--- config.mk ---
export PLATFORM = sky130hd
export DESIGN_NAME = integer_literal_scanner_core_flat
export DESIGN_NICKNAME = d
export VERILOG_FILES = /design/src/hdl/ils_pkg.sv /design/src/hdl/ils_char_if.sv /design/src/hdl/ils_result_if.sv /design/src/hdl/ils_char_stage.sv /design/src/hdl/ils_scan_logic.sv /design/src/hdl/integer_literal_scanner_core.sv /design/src/flat_wrapper.sv
export SDC_FILE = /design/constraint.sdc
export NUM_CORES = 1
export LEC_CHECK = 0
export BUFFER_PORTS_ARGS = -buffer_cell sky130_fd_sc_hd__buf_2
export CAP_MARGIN = 20
export CORE_ASPECT_RATIO = 1.5
export CORE_UTILIZATION = 38
export CTS_BUF_LIST = sky130_fd_sc_hd__clkbuf_8
export DETAILED_ROUTE_END_ITERATION = 8
export GPL_ROUTABILITY_DRIVEN = 0
export PLACE_DENSITY = 0.52
export SETUP_SLACK_MARGIN = 0.1
export SLEW_MARGIN = 10
export SYNTH_ARGS = -nofsm -noshare
export SYNTH_HDL_FRONTEND = slang
export SYNTH_SLANG_ARGS = --single-unit
export TNS_END_PERCENT = 50
--- constraint.sdc ---
create_clock -name clk -period 5.1 [get_ports clk]
set_input_delay 1.02 -clock clk [delete_from_list [all_inputs] [get_ports clk]]
set_output_delay 1.02 -clock clk [all_outputs]
set_load 0.01 [all_outputs]
--- src/hdl/ils_pkg.sv ---
// Shared types and constants for the integer literal scanner.
// Used by the scan logic, the top level and the testbench; no dependencies.
`default_nettype none

package ils_pkg;

  localparam int VALUE_W = 64;
  localparam int LEN_W   = 8;

  // Scan mode codes.
  localparam logic [2:0] MODE_IDLE = 3'd0;
  localparam logic [2:0] MODE_SIGN = 3'd1;
  localparam logic [2:0] MODE_ZERO = 3'd2;
  localparam logic [2:0] MODE_HEX  = 3'd3;
  localparam logic [2:0] MODE_DEC  = 3'd4;

  // Characters with a meaning of their own.
  localparam logic [7:0] CH_PLUS  = 8'h2b;
  localparam logic [7:0] CH_MINUS = 8'h2d;
  localparam logic [7:0] CH_DOT   = 8'h2e;
  localparam logic [7:0] CH_ZERO  = 8'h30;
  localparam logic [7:0] CH_NINE  = 8'h39;
  localparam logic [7:0] CH_UPPER_A = 8'h41;
  localparam logic [7:0] CH_UPPER_F = 8'h46;
  localparam logic [7:0] CH_LONG  = 8'h4c;
  localparam logic [7:0] CH_LOWER_A = 8'h61;
  localparam logic [7:0] CH_LOWER_F = 8'h66;
  localparam logic [7:0] CH_HEX_X = 8'h78;

  typedef struct packed {
    logic [7:0] ch;
    logic       end_of_text;
  } char_item_t;

  typedef struct packed {
    logic [2:0]         mode;
    logic               negative;
    logic [VALUE_W-1:0] acc;
    logic [LEN_W-1:0]   consumed;
  } scan_state_t;

  typedef struct packed {
    logic                      accepted;
    logic signed [VALUE_W-1:0] value;
    logic [LEN_W-1:0]          length;
  } result_t;

  // Returns {is_hex_digit, digit value}.
  function automatic logic [4:0] hex_digit(input logic [7:0] c);
    logic [4:0] r;
    r = 5'd0;
    if (c >= CH_ZERO && c <= CH_NINE) begin
      r = {1'b1, c[3:0]};
    end else if ((c >= CH_LOWER_A && c <= CH_LOWER_F) ||
                 (c >= CH_UPPER_A && c <= CH_UPPER_F)) begin
      r = {1'b1, c[3:0] + 4'd9};
    end
    return r;
  endfunction

endpackage

`default_nettype wire

--- src/hdl/ils_char_if.sv ---
// Character input channel: valid/ready handshake with one character item.
// Depends on nothing.
`default_nettype none

interface ils_char_if;
  logic       valid;
  logic       ready;
  logic [7:0] ch;
  logic       end_of_text;

  modport source (output valid, output ch, output end_of_text, input ready);
  modport sink   (input valid, input ch, input end_of_text, output ready);
endinterface

`default_nettype wire

--- src/hdl/ils_result_if.sv ---
// Result output channel: valid/ready handshake with one scanned literal item.
// Depends on nothing.
`default_nettype none

interface ils_result_if;
  logic               valid;
  logic               ready;
  logic               accepted;
  logic signed [63:0] value;
  logic [7:0]         length;

  modport source (output valid, output accepted, output value, output length, input ready);
  modport sink   (input valid, input accepted, input value, input length, output ready);
endinterface

`default_nettype wire

--- src/hdl/ils_char_stage.sv ---
// Input register for the character channel.
// Depends on ils_pkg and ils_char_if.
`default_nettype none

module ils_char_stage (
  input  wire logic             clk,
  input  wire logic             rst,
  ils_char_if.sink              chars,
  input  wire logic             take,
  output logic                  item_valid,
  output ils_pkg::char_item_t   item
);
  import ils_pkg::*;

  logic item_valid_next;

  // The register may refill in the same cycle that its item moves on.
  assign chars.ready = !item_valid || take;

  always_comb begin
    item_valid_next = item_valid;
    if (chars.valid && chars.ready) begin
      item_valid_next = 1'b1;
    end else if (take) begin
      item_valid_next = 1'b0;
    end
  end

  always_ff @(posedge clk) begin
    if (rst) begin
      item_valid <= 1'b0;
    end else begin
      item_valid <= item_valid_next;
    end
  end

  always_ff @(posedge clk) begin
    if (chars.valid && chars.ready) begin
      item.ch          <= chars.ch;
      item.end_of_text <= chars.end_of_text;
    end
  end

endmodule

`default_nettype wire

--- src/hdl/ils_scan_logic.sv ---
// Next-state and result logic for one character of the literal scanner.
// Depends on ils_pkg.
`default_nettype none

module ils_scan_logic #(
  parameter int MAX_LENGTH = 255
) (
  input  wire ils_pkg::char_item_t  item,
  input  wire ils_pkg::scan_state_t cur,
  output ils_pkg::scan_state_t      nxt,
  output logic                      emit,
  output ils_pkg::result_t          result
);
  import ils_pkg::*;

  localparam int CAP_INT = (MAX_LENGTH > 255) ? 255 : MAX_LENGTH;
  localparam logic [LEN_W-1:0] LEN_CAP = LEN_W'(CAP_INT);

  logic               digit;
  logic [4:0]         hexd;
  logic [LEN_W-1:0]   cnt_inc;
  logic [VALUE_W-1:0] dig_ext;
  logic [VALUE_W-1:0] acc10;
  logic [VALUE_W-1:0] acc16;
  logic               ok;
  logic [LEN_W-1:0]   emit_len;
  scan_state_t        idle_state;

  assign digit   = (item.ch >= CH_ZERO) && (item.ch <= CH_NINE);
  assign hexd    = hex_digit(item.ch);
  assign cnt_inc = (cur.consumed < LEN_CAP) ? cur.consumed + 1'b1 : cur.consumed;
  assign dig_ext = {{(VALUE_W-4){1'b0}}, item.ch[3:0]};
  assign acc10   = (cur.acc << 3) + (cur.acc << 1) + dig_ext;
  assign acc16   = {cur.acc[VALUE_W-5:0], hexd[3:0]};

  assign idle_state = '{mode: MODE_IDLE, negative: 1'b0, acc: '0, consumed: '0};

  always_comb begin
    nxt      = cur;
    emit     = 1'b0;
    ok       = 1'b0;
    emit_len = cur.consumed;
    unique case (cur.mode)
      MODE_SIGN: begin
        if (item.end_of_text || !digit) begin
          emit = 1'b1;
        end else begin
          nxt.acc      = dig_ext;
          nxt.consumed = cnt_inc;
          nxt.mode     = (item.ch == CH_ZERO) ? MODE_ZERO : MODE_DEC;
        end
      end
      MODE_ZERO, MODE_DEC: begin
        priority if (item.end_of_text) begin
          emit = 1'b1;
          ok   = 1'b1;
        end else if (cur.mode == MODE_ZERO && item.ch == CH_HEX_X) begin
          nxt.consumed = cnt_inc;
          nxt.acc      = '0;
          nxt.mode     = MODE_HEX;
        end else if (digit) begin
          nxt.acc      = acc10;
          nxt.consumed = cnt_inc;
          nxt.mode     = MODE_DEC;
        end else if (item.ch == CH_DOT) begin
          emit = 1'b1;
        end else if (item.ch == CH_LONG) begin
          emit     = 1'b1;
          ok       = 1'b1;
          emit_len = cnt_inc;
        end else begin
          emit = 1'b1;
          ok   = 1'b1;
        end
      end
      MODE_HEX: begin
        priority if (item.end_of_text) begin
          emit = 1'b1;
          ok   = 1'b1;
        end else if (hexd[4]) begin
          nxt.acc      = acc16;
          nxt.consumed = cnt_inc;
        end else begin
          emit = 1'b1;
          ok   = 1'b1;
          if (item.ch == CH_LONG) begin
            emit_len = cnt_inc;
          end
        end
      end
      default: begin
        // Idle, and any code that is not a mode, starts from a clean state.
        nxt = idle_state;
        priority if (item.end_of_text) begin
          emit = 1'b1;
        end else if (item.ch == CH_PLUS || item.ch == CH_MINUS) begin
          nxt.negative = (item.ch == CH_MINUS);
          nxt.consumed = LEN_W'(1);
          nxt.mode     = MODE_SIGN;
        end else if (digit) begin
          nxt.acc      = dig_ext;
          nxt.consumed = LEN_W'(1);
          nxt.mode     = (item.ch == CH_ZERO) ? MODE_ZERO : MODE_DEC;
        end else begin
          emit = 1'b1;
        end
      end
    endcase
    if (emit) begin
      nxt = idle_state;
    end
  end

  always_comb begin
    result.accepted = ok;
    result.value    = '0;
    result.length   = '0;
    if (ok) begin
      result.value  = cur.negative ? -$signed(cur.acc) : $signed(cur.acc);
      result.length = emit_len;
    end
  end

endmodule

`default_nettype wire

--- src/hdl/integer_literal_scanner_core.sv ---
// Integer literal scanner: one character per item in, one literal result per token out.
// The last character of a token passes the input register and is scanned, and its
// result is then held in the output register. Throughput: one character per cycle; a
// result that the sink has not taken holds the scan stage and the input until it leaves.
// Reset (synchronous, active high) empties both registers and leaves the scanner idle.
// Depends on ils_pkg, ils_char_if, ils_result_if, ils_char_stage and ils_scan_logic.
`default_nettype none

module integer_literal_scanner_core #(
  parameter int MAX_LENGTH = 255
) (
  input  wire logic clk,
  input  wire logic rst,
  ils_char_if.sink     chars,
  ils_result_if.source results
);
  import ils_pkg::*;

  localparam int CAP_INT = (MAX_LENGTH > 255) ? 255 : MAX_LENGTH;
  localparam logic [LEN_W-1:0] LEN_CAP = LEN_W'(CAP_INT);

  logic        item_valid;
  char_item_t  item;
  logic        take;
  scan_state_t state;
  scan_state_t state_next;
  logic        emit;
  result_t     result;
  logic        out_valid;
  result_t     out_data;

  ils_char_stage u_char_stage (
    .clk        (clk),
    .rst        (rst),
    .chars      (chars),
    .take       (take),
    .item_valid (item_valid),
    .item       (item)
  );

  ils_scan_logic #(
    .MAX_LENGTH (MAX_LENGTH)
  ) u_scan_logic (
    .item   (item),
    .cur    (state),
    .nxt    (state_next),
    .emit   (emit),
    .result (result)
  );

  // A character is scanned only when the result register has room for what it may emit.
  assign take = item_valid && (!out_valid || results.ready);

  always_ff @(posedge clk) begin
    if (rst) begin
      state <= '{mode: MODE_IDLE, negative: 1'b0, acc: '0, consumed: '0};
    end else if (take) begin
      state <= state_next;
    end
  end

  always_ff @(posedge clk) begin
    if (rst) begin
      out_valid <= 1'b0;
    end else if (take && emit) begin
      out_valid <= 1'b1;
    end else if (results.ready) begin
      out_valid <= 1'b0;
    end
  end

  always_ff @(posedge clk) begin
    if (take && emit) begin
      out_data <= result;
    end
  end

  assign results.valid    = out_valid;
  assign results.accepted = out_data.accepted;
  assign results.value    = out_data.value;
  assign results.length   = out_data.length;

  a_reject_is_zero : assert property (@(posedge clk) disable iff (rst)
    results.valid && !results.accepted |-> results.value == 0 && results.length == 0)
    else $error("rejected item carries a value or length");

  a_accept_has_length : assert property (@(posedge clk) disable iff (rst)
    results.valid && results.accepted |-> results.length != 0)
    else $error("accepted item with zero length");

  a_length_capped : assert property (@(posedge clk) disable iff (rst)
    results.valid |-> results.length <= LEN_CAP)
    else $error("length above cap");

  a_idle_after_emit : assert property (@(posedge clk) disable iff (rst)
    take && emit |=> state.mode == MODE_IDLE && state.acc == 0 && state.consumed == 0)
    else $error("scanner not idle after a result");

endmodule

`default_nettype wire

--- src/flat_wrapper.sv ---
// flat-port wrapper written by rule: the top's interface ports become plain ports
module integer_literal_scanner_core_flat import ils_pkg::*;
#(
  parameter int MAX_LENGTH = 255
)
  (clk, rst, chars_valid, chars_ch, chars_end_of_text, chars_ready, results_valid, results_accepted, results_value, results_length, results_ready);
  ils_char_if chars_i ();
  ils_result_if results_i ();
  input  wire logic clk;
  input  wire logic rst;
  input wire logic [$bits(chars_i.valid)-1:0] chars_valid;
  input wire logic [$bits(chars_i.ch)-1:0] chars_ch;
  input wire logic [$bits(chars_i.end_of_text)-1:0] chars_end_of_text;
  output wire logic [$bits(chars_i.ready)-1:0] chars_ready;
  output wire logic [$bits(results_i.valid)-1:0] results_valid;
  output wire logic [$bits(results_i.accepted)-1:0] results_accepted;
  output wire logic [$bits(results_i.value)-1:0] results_value;
  output wire logic [$bits(results_i.length)-1:0] results_length;
  input wire logic [$bits(results_i.ready)-1:0] results_ready;
  assign chars_i.valid = chars_valid;
  assign chars_i.ch = chars_ch;
  assign chars_i.end_of_text = chars_end_of_text;
  assign chars_ready = chars_i.ready;
  assign results_valid = results_i.valid;
  assign results_accepted = results_i.accepted;
  assign results_value = results_i.value;
  assign results_length = results_i.length;
  assign results_i.ready = results_ready;
  integer_literal_scanner_core #(.MAX_LENGTH(MAX_LENGTH)) u_core (.clk(clk), .rst(rst), .chars(chars_i), .results(results_i));
endmodule
==> results of run 1 <==
## cell usage after synthesis, types with 4 or more instances
library cell  count  area [um^2]
a211o_1           4        35.03
a211oi_1          8        60.06
a21o_1           37        277.8
a21oi_1         126        630.6
a221oi_1         15        131.4
a22o_1            8        70.07
a22oi_1          42        315.3
a311oi_1          5        43.79
a31oi_1          13        81.33
a32oi_1           5        43.79
and2_1            7        43.79
and3_1           10        62.56
buf_1             5        18.77
clkbuf_1         78        292.8
dfxtp_1          78         1562
edfxtp_1         82         2462
ha_1            128         1602
inv_1            36        135.1
nand2_1         109        409.1
nand2b_1          9        56.30
nand3_1          32        160.2
nand4_1          17        106.4
nor2_1          158        593.1
nor2b_1          12        75.07
nor3_1           42        210.2
nor4_1            8        50.05
o211ai_1         10        75.07
o21a_1            6        45.04
o21ai_0          97        485.5
o21bai_1         21        157.7
o22ai_1          12        75.07
o31ai_1          19        142.6
o41ai_1           8        70.07
or2_2             5        31.28
or3_1            19        118.9
or3_4             6        67.56
or4_1             7        52.55
xnor2_1          38        332.8
xor2_1           85        744.5
## routing by layer
metal | track usage | up-vias | wire length, um
li1 | - | 5538 | -
met1 | 0.2759 | 5493 | 16100
met2 | 0.4386 | 315 | 20580
met3 | 0.02982 | 106 | 1572
met4 | 0.1476 | 0 | 2165
met5 | 0 | - | 0
## worst min-delay path: cells and delay by family (launching register included)
kind	cells	cell delay (ps)
AOI/OAI and AO/OA	1	50
and+or+nand+nor	1	80
DFF	1	370
## registers in the layout (all words and copies together) (netlist names)
name and count:
u_core.results.accepted 1, u_core.results.length 8, u_core.results.valid 1, u_core.results.value 64, u_core.state 76, u_core.u_char_stage.item 9, u_core.u_char_stage.item_valid 1
## where the power goes
| part | leakage, nW | internal, mW | switching (mW) |
|---|---|---|---|
| sequential | 1.47 | 1.38 | 0.0289 |
| combinational | 4.01 | 0.0857 | 0.168 |
| clock | 0.193 | 0.422 | 0.515 |
## how the worst max path moves through the flow
stage               cells after the start                   startpoint                 endpoint
floorplan                              10  u_core.u_char_stage.item[2]  u_core.results.accepted
global placement                       15             u_core.state[10]         u_core.state[70]
detailed placement                     15             u_core.state[10]         u_core.state[59]
CTS                                    15             u_core.state[10]         u_core.state[59]
global route                           15             u_core.state[10]         u_core.state[59]
finish                                 15              u_core.state[8]         u_core.state[59]
## cells by family (layout without fill, tap and decap cells)
family,Yosys count,count (layout)
buffers and inverters,120,178
other,0,1
AOI/OAI and AO/OA,467,467
muxes,4,4
adders and majority gates,130,130
and+or+nand+nor,463,463
xor gates and xnor gates,123,123
DFF,160,160
## cell type report
cell class	instances	area [um^2]	area share
antenna	1	2.502	0.0001820
clock buffer	17	234.0	0.01702
clock inverter	15	128.9	0.009374
inverter	36	136.4	0.009920
multi-input combinational	1187	8069	0.5869
sequential	160	4025	0.2928
tap	415	519.2	0.03777
timing repair buffer	110	633.1	0.04605
==> metrics, run 1 <==
die footprint=33710 um^2; vias in the first global route=11.24k; NumNets Final=1655; global route overflow=0; placed cell count=1908; Layout Utilization=0.4226; Routed WL per cell=20.82 um; syn_nets=1610; Worst Hold Path EP=u_core.state[3]; failing checks=DRC; site row count=81; area delta synth->final=9.737%; clock root cell=clkbuf_8; Post-Synth XOR/XNOR Area=0.08599; register area share after synthesis=0.3212; CTS Hold Buffers Added=0; Finished Cell Area=13750 um^2; Total Routed Length=40420 um; Simple-Gate Fraction of Synth Area=0.1794; final hold violation count=0; total power=2.595 mW; CTS Sinks=160; Worst-path clk slew=100 ps; mux contribution to synthesized area=0.003396; die height=224.4 um; Initial Utilization=0.3851; Max FO, Critical Path=6; commonest cells after routing, fill and taps aside=nor2_1, ha_1, a21oi_1; first-pass GRT wire length=62680 um; most common cell after layout, fill and taps aside=nor2_1; RSZ-0062 raised after global routing=false; antenna viol nets, final=0; Setup Fix Bufs, Post-CTS=0; Worst VDD drop=0.1369 mV; max-slew violation total from the final report=0; via/cell ratio=5.900; Buf/Inv on CP=3; fraction of the cycle the final worst path needs=0.8384; worst hold start=u_core.state[3]; FF-to-FF Start=u_core.state[8]; Worst-Margin Slew=1051 ps; final critical-path required period=4276 ps; LEAKAGE=5.667 nW; GRT Resource Usage Total=0.2458; Initial DRC Count=606; Final Non-Filler Cells=1941; worst endpoint data arrival time=4710 ps; TritonCTS clock tree=yes; Post-synth EDFFs=82; Crit Path Class=reg -> reg; final setup fails=0; synthesized netlist cell count=1467; initial antenna violation count=0; Mapped Avg Cell Area=8.540 um^2; clk_lat worst skew=520 ps; largest net degree at the start of global routing=55; post-route setup slack=824.4 ps; delay-heaviest family, CP=compound AO/OA/AOI/OAI gates; Cell Area, Placed=13380 um^2; # fillers=3211; flop2flop setup slack=820 ps; IO Count=88; fmax=233.9 MHz; Post-Synth Adder-Cell Area=0.1310; Inserted Clock Buffers=17; Vias=11.45k; Compound-Gate Fraction of Synth Area=0.2430; asr flop ratio synth=0; final hold slack=537.7 ps; Post-synth top flop=edfxtp_1; clock buffer depth=2; Slowest cell on crit path=fa_1; Cell Area, Synth=12530 um^2; pre-CTS setup slack=902.5 ps; share of layout cells above drive strength 1=0.1089; Hold Path Class=reg -> reg; r2r endpoint=u_core.state[59]; H-tree depth=4; max cap viols=0; status=complete, but fails checks; yosys warns=0; # DRC=4; Core Box Area=32530 um^2; Clock Skew=22.12 ps; P per Cell Area=188.8 nW/um^2; TNS Setup=0 ps; CP Launch Type=register; main combinational cell family by area after synthesis=compound AO/OA/AOI/OAI gates; Pre-antenna DRT Iters=9; post-cts resize count=0; Slew Limit Headroom=0.2965; Hold Crit Depth=2; crit-path cells=inv_1 > fa_1 > inv_1 > ha_1 > a211oi_1 > o211ai_1 > and2_1 > nand3_1 > and4b_1 > o21ai_1 > buf_4 > a2111oi_0 > o21ai_0 > a21o_1 > a211oi_1; Max stage delay on crit path=540 ps; DP HPWL=30540 um; register bit total from synthesis=160; die width=150.3 um; Distinct cells, synth=74; WP data required=5540 ps; worst r2r path cells=15; number of port buffers=87; crit path capture type=register
Power figures use the tool's default switching activity.
==> run 2, diff against run 1 <==
==> constraint.sdc (replaced) <==
create_clock -name clk -period 4.1 [get_ports clk]
set_input_delay 0.82 -clock clk [delete_from_list [all_inputs] [get_ports clk]]
set_output_delay 0.82 -clock clk [all_outputs]
set_load 0.01 [all_outputs]
==> run 2 against run 1 <==
The flow now finishes without violations. Sequential share of layout area decreased by 1.0 points. Final area increased by 3.6%. Largest power group unchanged. Die area unchanged. Combinational power increased by 31%. Critical endpoint is now u_core.results.value[57]. Fmax increased by 13%. Register-to-register slack got worse by 510 ps. Clock skew decreased by 4.5 ps. Cell count increased by 2.7%. Highest routed layer unchanged.
==> metrics, run 2 (synthesis results as in run 1) <==
status=completed; Slew Limit Headroom=0.3822; vias in the first global route=11.58k; Sw Share=0.2624; WP data required=4350 ps; Max stage delay on crit path=580 ps; worst hold start=chars_ch[0]; Hold Path Class=in -> reg; Inserted Clock Buffers=17; global route overflow=0; Critical Path Most Common Cell=or4_4; flop2flop setup slack=310 ps; crit-path cells=buf_4 > or4_4 > or3_1 > or4_4 > nand2b_4 > or3_4 > nor3_4 > nand2_4 > o31ai_1 > xor2_1 > nor2_1; clock root cell=clkbuf_8; Vias=11.64k; die height=224.4 um; RSZ-0062 raised after global routing=false; CP Launch Type=register; IO Count=88; Worst Hold Path EP=u_core.u_char_stage.item[1]; Cell Area, Placed=13760 um^2; clock buffer depth=2; area delta synth->final=13.66%; max cap viols=0; Hold Crit Depth=1; Worst-Margin Slew=923.3 ps; Crit Path Class=reg -> reg; Core Box Area=32530 um^2; LEAKAGE=5.989 nW; Pre-antenna DRT Iters=7; post-route setup slack=313.1 ps; clk_lat worst skew=510 ps; crit path capture type=register; GRT Resource Usage Total=0.2477; Initial Utilization=0.3851; initial antenna violation count=1; Setup Fix Bufs, Post-CTS=0; Initial DRC Count=614; Largest Register=u_core.state; final hold violation count=0; first-pass GRT wire length=63370 um; # DRC=0; antenna viol nets, final=0; Worst-path clk slew=90 ps; Total Routed Length=40820 um; final critical-path required period=3787 ps; # fillers=3301; die footprint=33710 um^2; commonest cells after routing, fill and taps aside=nor2_1, ha_1, a21oi_1; pre-CTS setup slack=-104.7 ps; Psw=0.8826 mW; most common cell after layout, fill and taps aside=nor2_1; r2r endpoint=u_core.results.value[57]; Final Non-Filler Cells=1993; fraction of the cycle the final worst path needs=0.9236; CTS Sinks=160; TritonCTS clock tree=yes; Clk network pwr share=0.384; worst endpoint data arrival time=4040 ps; number of port buffers=87; die width=150.3 um; worst r2r path cells=11; Slowest cell on crit path=or4_4; total power=3.364 mW; Worst VDD drop=0.1728 mV; max reg flops=76; via/cell ratio=5.840; P_int=2.481 mW; max-slew violation total from the final report=0; NumNets Final=1707; fmax=264.1 MHz; Clock Skew=17.66 ps; share of layout cells above drive strength 1=0.1465; Routed WL per cell=20.48 um; largest net degree at the start of global routing=40; Logic pwr share=0.099; P per Cell Area=236.2 nW/um^2; final setup fails=0; Max FO, Critical Path=9; FF-to-FF Start=u_core.state[15]; placed cell count=1960; Layout Utilization=0.4377; DP HPWL=31680 um; site row count=81; H-tree depth=4; Finished Cell Area=14240 um^2; Seq pwr share=0.518
==> run 2: changes by cell type in the layout (fill, tap and decap cells not counted), moves of 2 or more <==
| cell | before | now |
|---|---|---|
| bufinv_16 | 2 | 4 |
| clkinv_1 | 3 | 0 |
| buf_4 | 21 | 74 |
| o21ai_2 | 0 | 2 |
| o21ai_0 | 96 | 94 |
==> run 2: worst max-delay path by stage <==
stage	slack, ps	endpoint	startpoint	cells after the start
floorplan	400	u_core.results.accepted	u_core.u_char_stage.item[2]	9
global placement	-70	u_core.state[70]	u_core.state[8]	14
detailed placement	-100	u_core.state[70]	u_core.state[8]	14
CTS	80	u_core.state[56]	u_core.state[8]	15
global route	130	u_core.results.value[57]	u_core.state[15]	11
finish	310	u_core.results.value[57]	u_core.state[15]	11
==> run 2: layout make-up <==
cell class / instances / area, um^2 / area share
diodes: 1 / 2.502 / 0.0001757
repair buffers: 162 / 1011 / 0.07100
multi-input cells: 1187 / 8128 / 0.5708
inverters: 36 / 138.9 / 0.009753
well taps: 415 / 519.2 / 0.03646
flip-flops and latches: 160 / 4025 / 0.2827
clock inverters: 15 / 181.4 / 0.01274
clock buffers: 17 / 234.0 / 0.01643
==> run 2: through the flow <==
| step | TNS (ps) | hold slack, ps |
|---|---|---|
| after global routing | 0 | 458.0 |
| after detailed placement | -241.6 | 516.6 |
| after global placement | -150.8 | 513.7 |
| after floorplan | 0 | 482.6 |
| after CTS | 0 | 450.4 |
| final | 0 | 483.2 |
==> run 2: routing by layer <==
layer	vias to the layer above	share of wire	GRT usage	wire [um]
met2	329	0.52	0.4509	21120
li1	5650	-	-	-
met5	-	0	0	0
met4	0	0.052	0.1417	2114
met1	5554	0.40	0.2735	16170
met3	107	0.035	0.02941	1418
==> run 2: critical path, delay by kind of cell (launching register included) <==
kind / cells / cell delay (ps)
flip-flops: 1 / 370
buffers and inverters: 1 / 180
XOR/XNOR: 1 / 180
AO/OA/AOI/OAI: 1 / 350
AND/OR/NAND/NOR: 8 / 2460
==> run 2: repair_timing <==
item,CTS,global route
hold buffers,0,0
resized for setup,1,14
pin swaps,0,1
setup endpoints to repair,8,26
==> run 2: power by group through the flow <==
stage	Clock, mW	Combinational (mW)	Sequential, mW
floorplan	0	0.199	1.78
global placement	0	0.330	1.78
detailed placement	0	0.332	1.78
CTS	1.32	0.334	1.74
global route	1.38	0.367	1.75
finish	1.29	0.332	1.74
